File: src/sv/nab_pkg.sv
`default_nettype none
package nab_pkg;

   localparam int MAX_WIDTH  = 4096;
   localparam int MAX_HEIGHT = 4096;
   localparam int COL_W      = $clog2(MAX_WIDTH);
   localparam int ROW_W      = $clog2(MAX_HEIGHT);
   localparam int DIM_W      = 13;

   localparam int COLOR_W    = 8;
   localparam int PIX_W      = 3 * COLOR_W;
   localparam int TAPS       = 9;
   localparam int CENTER_TAP = 4;
   localparam int BLUR_SHIFT = $clog2(8);

   localparam int OUT_DEPTH  = 4;
   localparam int OUT_PTR_W  = $clog2(OUT_DEPTH);
   localparam int OUT_CNT_W  = $clog2(OUT_DEPTH + 2);

   localparam int CSR_IDX_W  = 1;
   localparam logic [CSR_IDX_W-1:0] CSR_FRAME_WIDTH  = CSR_IDX_W'(0);
   localparam logic [CSR_IDX_W-1:0] CSR_FRAME_HEIGHT = CSR_IDX_W'(1);
   localparam logic [DIM_W-1:0] WIDTH_AT_RESET  = DIM_W'(640);
   localparam logic [DIM_W-1:0] HEIGHT_AT_RESET = DIM_W'(480);

   localparam logic KIND_PIXEL = 1'b0;
   localparam logic KIND_FLUSH = 1'b1;

   typedef struct packed {
      logic [COLOR_W-1:0] red;
      logic [COLOR_W-1:0] green;
      logic [COLOR_W-1:0] blue;
   } pixel_type;

   typedef struct packed {
      pixel_type pix;
      logic      frame_end;
   } result_type;

   typedef enum logic [2:0] {
      SEL_PASS,
      SEL_TAIL,
      SEL_CENTER,
      SEL_BLUR,
      SEL_MID
   } sel_type;

   typedef struct packed {
      logic    emit;
      logic    shift;
      logic    grab_tail;
      sel_type sel;
      logic    last;
   } stage_type;

endpackage
`default_nettype wire

File: src/sv/nab_rsp_if.sv
`default_nettype none
interface nab_rsp_if;
   logic                        valid;
   logic                        ready;
   logic [nab_pkg::COLOR_W-1:0] out_red;
   logic [nab_pkg::COLOR_W-1:0] out_green;
   logic [nab_pkg::COLOR_W-1:0] out_blue;
   logic                        frame_end;

   modport source (output valid, out_red, out_green, out_blue, frame_end, input ready);
   modport sink   (input valid, out_red, out_green, out_blue, frame_end, output ready);
endinterface
`default_nettype wire

File: src/sv/nab_out_fifo.sv
`default_nettype none
module nab_out_fifo (
   input  wire logic                         clock,
   input  wire logic                         reset,
   input  wire logic                         push,
   input  wire nab_pkg::result_type          push_data,
   output logic [nab_pkg::OUT_CNT_W-1:0]     count,
   nab_rsp_if.source                         rsp_chan
);

   nab_pkg::result_type                 slot_ff [nab_pkg::OUT_DEPTH];
   logic [nab_pkg::OUT_PTR_W-1:0]       wr_ptr_ff;
   logic [nab_pkg::OUT_PTR_W-1:0]       wr_ptr_in;
   logic [nab_pkg::OUT_PTR_W-1:0]       rd_ptr_ff;
   logic [nab_pkg::OUT_PTR_W-1:0]       rd_ptr_in;
   logic [nab_pkg::OUT_CNT_W-1:0]       count_ff;
   logic [nab_pkg::OUT_CNT_W-1:0]       count_in;
   logic                                pop;
   nab_pkg::result_type                 head;

   assign head               = slot_ff[rd_ptr_ff];
   assign rsp_chan.valid     = count_ff != '0;
   assign rsp_chan.out_red   = head.pix.red;
   assign rsp_chan.out_green = head.pix.green;
   assign rsp_chan.out_blue  = head.pix.blue;
   assign rsp_chan.frame_end = head.frame_end;
   assign pop                = rsp_chan.valid && rsp_chan.ready;
   assign count              = count_ff;

   always_comb begin
      wr_ptr_in = wr_ptr_ff;
      rd_ptr_in = rd_ptr_ff;
      count_in  = count_ff;
      if (push) begin
         wr_ptr_in = (wr_ptr_ff == nab_pkg::OUT_PTR_W'(nab_pkg::OUT_DEPTH - 1)) ? '0
                     : wr_ptr_ff + nab_pkg::OUT_PTR_W'(1);
      end
      if (pop) begin
         rd_ptr_in = (rd_ptr_ff == nab_pkg::OUT_PTR_W'(nab_pkg::OUT_DEPTH - 1)) ? '0
                     : rd_ptr_ff + nab_pkg::OUT_PTR_W'(1);
      end
      if (push && !pop) begin
         count_in = count_ff + nab_pkg::OUT_CNT_W'(1);
      end else if (pop && !push) begin
         count_in = count_ff - nab_pkg::OUT_CNT_W'(1);
      end
   end

   always_ff @(posedge clock) begin
      if (reset) begin
         wr_ptr_ff <= '0;
         rd_ptr_ff <= '0;
         count_ff  <= '0;
      end else begin
         wr_ptr_ff <= wr_ptr_in;
         rd_ptr_ff <= rd_ptr_in;
         count_ff  <= count_in;
      end
   end

   always_ff @(posedge clock) begin
      if (push) begin
         slot_ff[wr_ptr_ff] <= push_data;
      end
   end

endmodule
`default_nettype wire

File: src/flat_wrapper.sv
// flat-port wrapper written by rule: the top's interface ports become plain ports
module nab_out_fifo_flat 
  (clock, reset, push, push_data, count, rsp_chan_valid, rsp_chan_out_red, rsp_chan_out_green, rsp_chan_out_blue, rsp_chan_frame_end, rsp_chan_ready);
  nab_rsp_if rsp_chan_i ();
  input  wire logic clock;
  input  wire logic reset;
  input  wire logic push;
  input  wire nab_pkg::result_type push_data;
  output logic [nab_pkg::OUT_CNT_W-1:0] count;
  output wire logic [$bits(rsp_chan_i.valid)-1:0] rsp_chan_valid;
  output wire logic [$bits(rsp_chan_i.out_red)-1:0] rsp_chan_out_red;
  output wire logic [$bits(rsp_chan_i.out_green)-1:0] rsp_chan_out_green;
  output wire logic [$bits(rsp_chan_i.out_blue)-1:0] rsp_chan_out_blue;
  output wire logic [$bits(rsp_chan_i.frame_end)-1:0] rsp_chan_frame_end;
  input wire logic [$bits(rsp_chan_i.ready)-1:0] rsp_chan_ready;
  assign rsp_chan_valid = rsp_chan_i.valid;
  assign rsp_chan_out_red = rsp_chan_i.out_red;
  assign rsp_chan_out_green = rsp_chan_i.out_green;
  assign rsp_chan_out_blue = rsp_chan_i.out_blue;
  assign rsp_chan_frame_end = rsp_chan_i.frame_end;
  assign rsp_chan_i.ready = rsp_chan_ready;
  nab_out_fifo u_core (.clock(clock), .reset(reset), .push(push), .push_data(push_data), .count(count), .rsp_chan(rsp_chan_i));
endmodule
File: config.mk
export PLATFORM = sky130hd
export DESIGN_NAME = nab_out_fifo_flat
export DESIGN_NICKNAME = d
export VERILOG_FILES = /design/src/sv/nab_pkg.sv /design/src/sv/nab_rsp_if.sv /design/src/sv/nab_out_fifo.sv /design/src/flat_wrapper.sv
export SDC_FILE = /design/constraint.sdc
export NUM_CORES = 1
export LEC_CHECK = 0
export BUFFER_PORTS_ARGS = -buffer_cell sky130_fd_sc_hd__buf_2
export CORE_MARGIN = 1.5
export CORE_UTILIZATION = 56
export CTS_CLUSTER_SIZE = 10
export DETAILED_ROUTE_END_ITERATION = 16
export PLACE_DENSITY = 0.78
export SKIP_LAST_GASP = 1
export SYNTH_ARGS = -nofsm -noshare
export SYNTH_HDL_FRONTEND = slang
export SYNTH_SLANG_ARGS = --single-unit
File: constraint.sdc
create_clock -name clock -period 2.25 [get_ports clock]
set_input_delay 0.1125 -clock clock [delete_from_list [all_inputs] [get_ports clock]]
set_output_delay 0.1125 -clock clock [all_outputs]
set_load 0.005 [all_outputs]
* Word-level counts from Yosys, hierarchy flattened *
Memories as Yosys holds them, arrays and structs flattened. A register that Yosys moved wholly into a read port is not among the register bits.
Cells that the tools add are included.

word-level totals
  bits in latches = 0
  logic and storage cells = 25
  input port bits = 29
  output and inout port bits = 29
  memories kept = 1
  RAM bits = 100
  bits in read-only memories = 0
  bits in registers = 7

operators by class
  bitwise gates (word level) = 0
  shifts and indexed selects = 0
  mux-type cells = 8
  reduce and logical (&&, ||, !) cells = 7
  eq/ne operators = 2
  add/subtract/negate cells = 4
  magnitude comparators = 0
  divide/modulo/power cells = 0
  multiply operators = 0

memory list
  name            depth  width  read ports  clocked after Yosys merged registers in  wr ports  line                text
  u_core.slot_ff  4      25     1           1                                        1         nab_out_fifo.sv:11  nab_pkg::result_type slot_ff [nab_pkg::OUT_DEPTH];

operator list
  cell                   number
  $mux W2                4
  $mux W3                2
  $add A2 B1 Y2 const B  2
  $eq A2 B2 Y1 const B   2
  $add A3 B1 Y3 const B  1
  $logic_and A1 B1 Y1    3
  $reduce_bool A3 Y1     1
  $sub A3 B1 Y3 const B  1
  $logic_not A1 Y1       2
  $mux W1                2
  $reduce_bool A2 Y1     1

* Depth between registers and ports, before layout *
  depth after elaboration = 5
  gate-level depth with buffers = 7
  depth with buffers taken out = 7

* Worst setup path before layout *
No wires, ideal clock.

  path type = register to register
  from = register u_core.count_ff, in the netlist u_core.count[0]
  to = register u_core.count_ff, in the netlist u_core.count[2]
  setup slack = 0.332 ns
  setup time = 0.070 ns
  clock period less this slack = 1.918 ns
  stages on the path, launching flop included = 8
  arrival = 1.848 ns
  buffers on the path = 0
  cells stage by stage = dfxtp_1 o31ai_4 ha_1 inv_1 fa_1 xor2_1 or3_1 a21oi_1

on the way
  longest elaborated chain between the ends = 5

RTL lines
  element                                                line                text
  start: declaration                                     nab_out_fifo.sv:16  logic [nab_pkg::OUT_CNT_W-1:0] count_ff;
  start signal: assignment                               nab_out_fifo.sv:57  count_ff <= count_in;
  branches (longest 5 deep; another with $sub A3 B1 Y3)  n/a

Parallel ways; which one is timed is not known. The select of a mux whose other input is x is not followed.
A chain may end at the register's enable or synchronous reset.

* Final worst setup path *
Ends and elaborated chain as after synthesis.

==> run metrics <==
1st-pass router iterations 4; Crit Path Class flip-flop to flip-flop; most common cell in the netlist edfxtp_1; Switch Pwr 0.001114 W; DR DRC count 0; via count 1993; cts repair resizes 0; VDD IR max 538.7 uV; Netlist cell types 21; Post-Syn Area per Cell 23.45 um^2; Flop pwr share 0.538; clock slew at reported path FFs 0.09 ns; async set or reset register ratio after synthesis 0; total CTS buffers 9; die span in x 88.61 um; Syn Inst Count 175; type of the worst min-delay path primary input to flip-flop; Iter 0 DRT Violations 110; Worst EP required 2.55 ns; ANT nets after route 0; leading area contributor after synthesis edfxtp_1; gr ovfl total 0; nets 308; initial antenna violation count 0; combinational share of power 0.200; worst-path fanout max 5; Final period util 0.9114; postcts setup bufs 0; clk sink count 109; # port buffers 57; H-tree levels 3; Synth Cell Area 0.004104 mm^2; synth top area cells edfxtp_1 73%, mux4_2 11%, dfxtp_1 4.4%; Layout fillers 454; Starting Density 0.5719; Fin. Hold Viols 0; slew margin rel. 0.7071; clock share of power 0.262; Switching Share 0.2489; Max Clock Freq 0.4876 GHz; fraction of layout cells with a size suffix above 1 0.3755; final WL 6876 um; largest net degree at the start of global routing 26; latest clock arrival within the worst-skew pair 0.37 ns; Row Count 31; EDFF count, synth 100; Worst Setup End Kind flip-flop; GRT Overall Usage 0.1951; top-level I/O count 58; post-DP HPWL 4107 um; vias per cell 5.301; Power Dens Cells 898.0 mW/mm^2; setup TNS 0 ns; maxcap violations 0; die area 0.007851 mm^2; commonest cells in the netlist 100 x edfxtp_1, 20 x mux4_2, 9 x dfxtp_1; post-synth top area share 0.7317; YS warnings 0; RSZ-0062 raised after global routing false; final setup violation count 0; register bit count reported by yosys 109; vias in the first global route 2060; internal power 0.003363 W; Layout Skew 0.01337 ns; status finished, final reports clean; Worst Setup Start Kind flip-flop; worst-margin pin slew 0.4393 ns; WL/cell 18.29 um; core area 0.007176 mm^2; CTS tree done; gpl congestion 0.7270; Layout area overhead 21.49%; Die Ht 88.61 um; first-pass GRT wire length 10630 um; Tmin final 2.051 ns; register area share after synthesis 0.7756; Max clock buf depth 2; Leakage 1.768 nW; Top FF cell, synth edfxtp_1; WP data arrival 2.35 ns; syn_nets 211; number of diodes 0; Max Slew Vio Count 0; hold_ws 0.1075 ns; clock root buffer clkbuf_8
-- layout make-up --
type	count	area, um^2	share of cell area
clock inverter	7	73.82	0.01481
clock buffer	9	123.9	0.02484
tap	99	123.9	0.02484
multi-input combinational	56	839.6	0.1684
inverter	4	15.01	0.003011
sequential	109	3184	0.6386
timing repair buffer	92	625.6	0.1255
-- power groups by stage --
stage	logic [W]	clock network [W]	registers, W
after floorplan	0.000619	0	0.00242
after global placement	0.000858	0	0.00245
after detailed placement	0.000873	0	0.00246
after CTS	0.000913	0.00119	0.00241
after global routing	0.000990	0.00127	0.00242
final	0.000894	0.00117	0.00241
-- sequential cells by signal, indices dropped and copies added (netlist names), named ones only --
name              cells
u_core.slot_ff      100
u_core.wr_ptr_ff      2
u_core.rd_ptr_ff      2
u_core.count          3
-- per-layer routing --
| layer | GRT usage | share of wire | up-vias | routed length (um) |
|---|---|---|---|---|
| met5 | 0 | 0 | - | 0 |
| met4 | 0.08523 | 0.021 | 0 | 144 |
| met3 | 0.04944 | 0.041 | 12 | 279 |
| met2 | 0.3255 | 0.52 | 54 | 3566 |
| met1 | 0.2455 | 0.42 | 1008 | 2886 |
| li1 | - | - | 919 | - |
-- worst max-delay path, stage by stage (launching register included) --
cell and delay [ns]:
dfxtp_1 0.39, o31ai_4 0.31, ha_1 0.24, inv_1 0.06, fa_1 0.38, xor2_1 0.16, or3_1 0.31, a21oi_1 0.14
-- path summary, 6_finish.rpt --
| check | endpoint | slack [ns] | cells past startpoint | start |
|---|---|---|---|---|
| hold reg to reg | flip-flop | 0.52 | 2 | u_core.rd_ptr_ff[0] |
| setup / recovery | u_core.count[2] | 0.20 | 7 | u_core.count[0] |
| setup reg to reg | u_core.count[2] | 0.20 | 7 | u_core.count[0] |
| hold / removal | u_core.wr_ptr_ff[1] | 0.11 | 3 | push |
-- what timing repair did --
item,in CTS,in global routing
setup endpoints to repair,0,0
hold buffers,26,0
endpoints found under the hold margin,104,0
-- logic make-up (layout without fill, tap and decap cells) --
kind of cell,count (synthesis),in the layout,synth area share
DFF,109,109,0.7756
xor gates and xnor gates,2,2,0.004269
buffers and inverters,10,112,0.01982
adders and majority gates,7,7,0.02317
AOI/OAI and AO/OA,5,5,0.01006
muxes,28,28,0.1491
and+or+nand+nor,14,14,0.01799
-- metrics by stage --
| step | utilization | total power, W | setup WS, ns | cell area (um^2) | instances |
|---|---|---|---|---|---|
| 3_5_place_dp | 0.6310 | 0.003329 | 0.2181 | 4528 | 334 |
| 2_1_floorplan | - | 0.003044 | 0.3320 | 4104 | 175 |
| 6_report | 0.6949 | 0.004477 | 0.1993 | 4986 | 376 |
| 3_3_place_gp | 0.6310 | 0.003304 | 0.2898 | 4528 | 334 |
| 4_1_cts | 0.6949 | 0.004510 | 0.1854 | 4986 | 376 |
| 5_1_grt | 0.6949 | 0.004685 | 0.06509 | 4986 | 376 |
-- placed cells by master (no fill, tap or decap), types with 2 or more instances in the layout --
cell	synthesis	routed
a21oi_1	3	3
and2_1	4	4
buf_2	2	57
buf_4	0	8
clkbuf_8	0	9
clkinv_2	0	2
dfxtp_1	9	8
dlygate4sd3_1	0	26
edfxtp_1	100	100
ha_1	6	6
inv_1	4	4
inv_6	0	2
mux2i_1	3	3
mux4_1	5	5
mux4_2	20	20
nor2_1	5	5
or3_1	3	3
xor2_1	2	2
(Power assumes the default switching activity.)
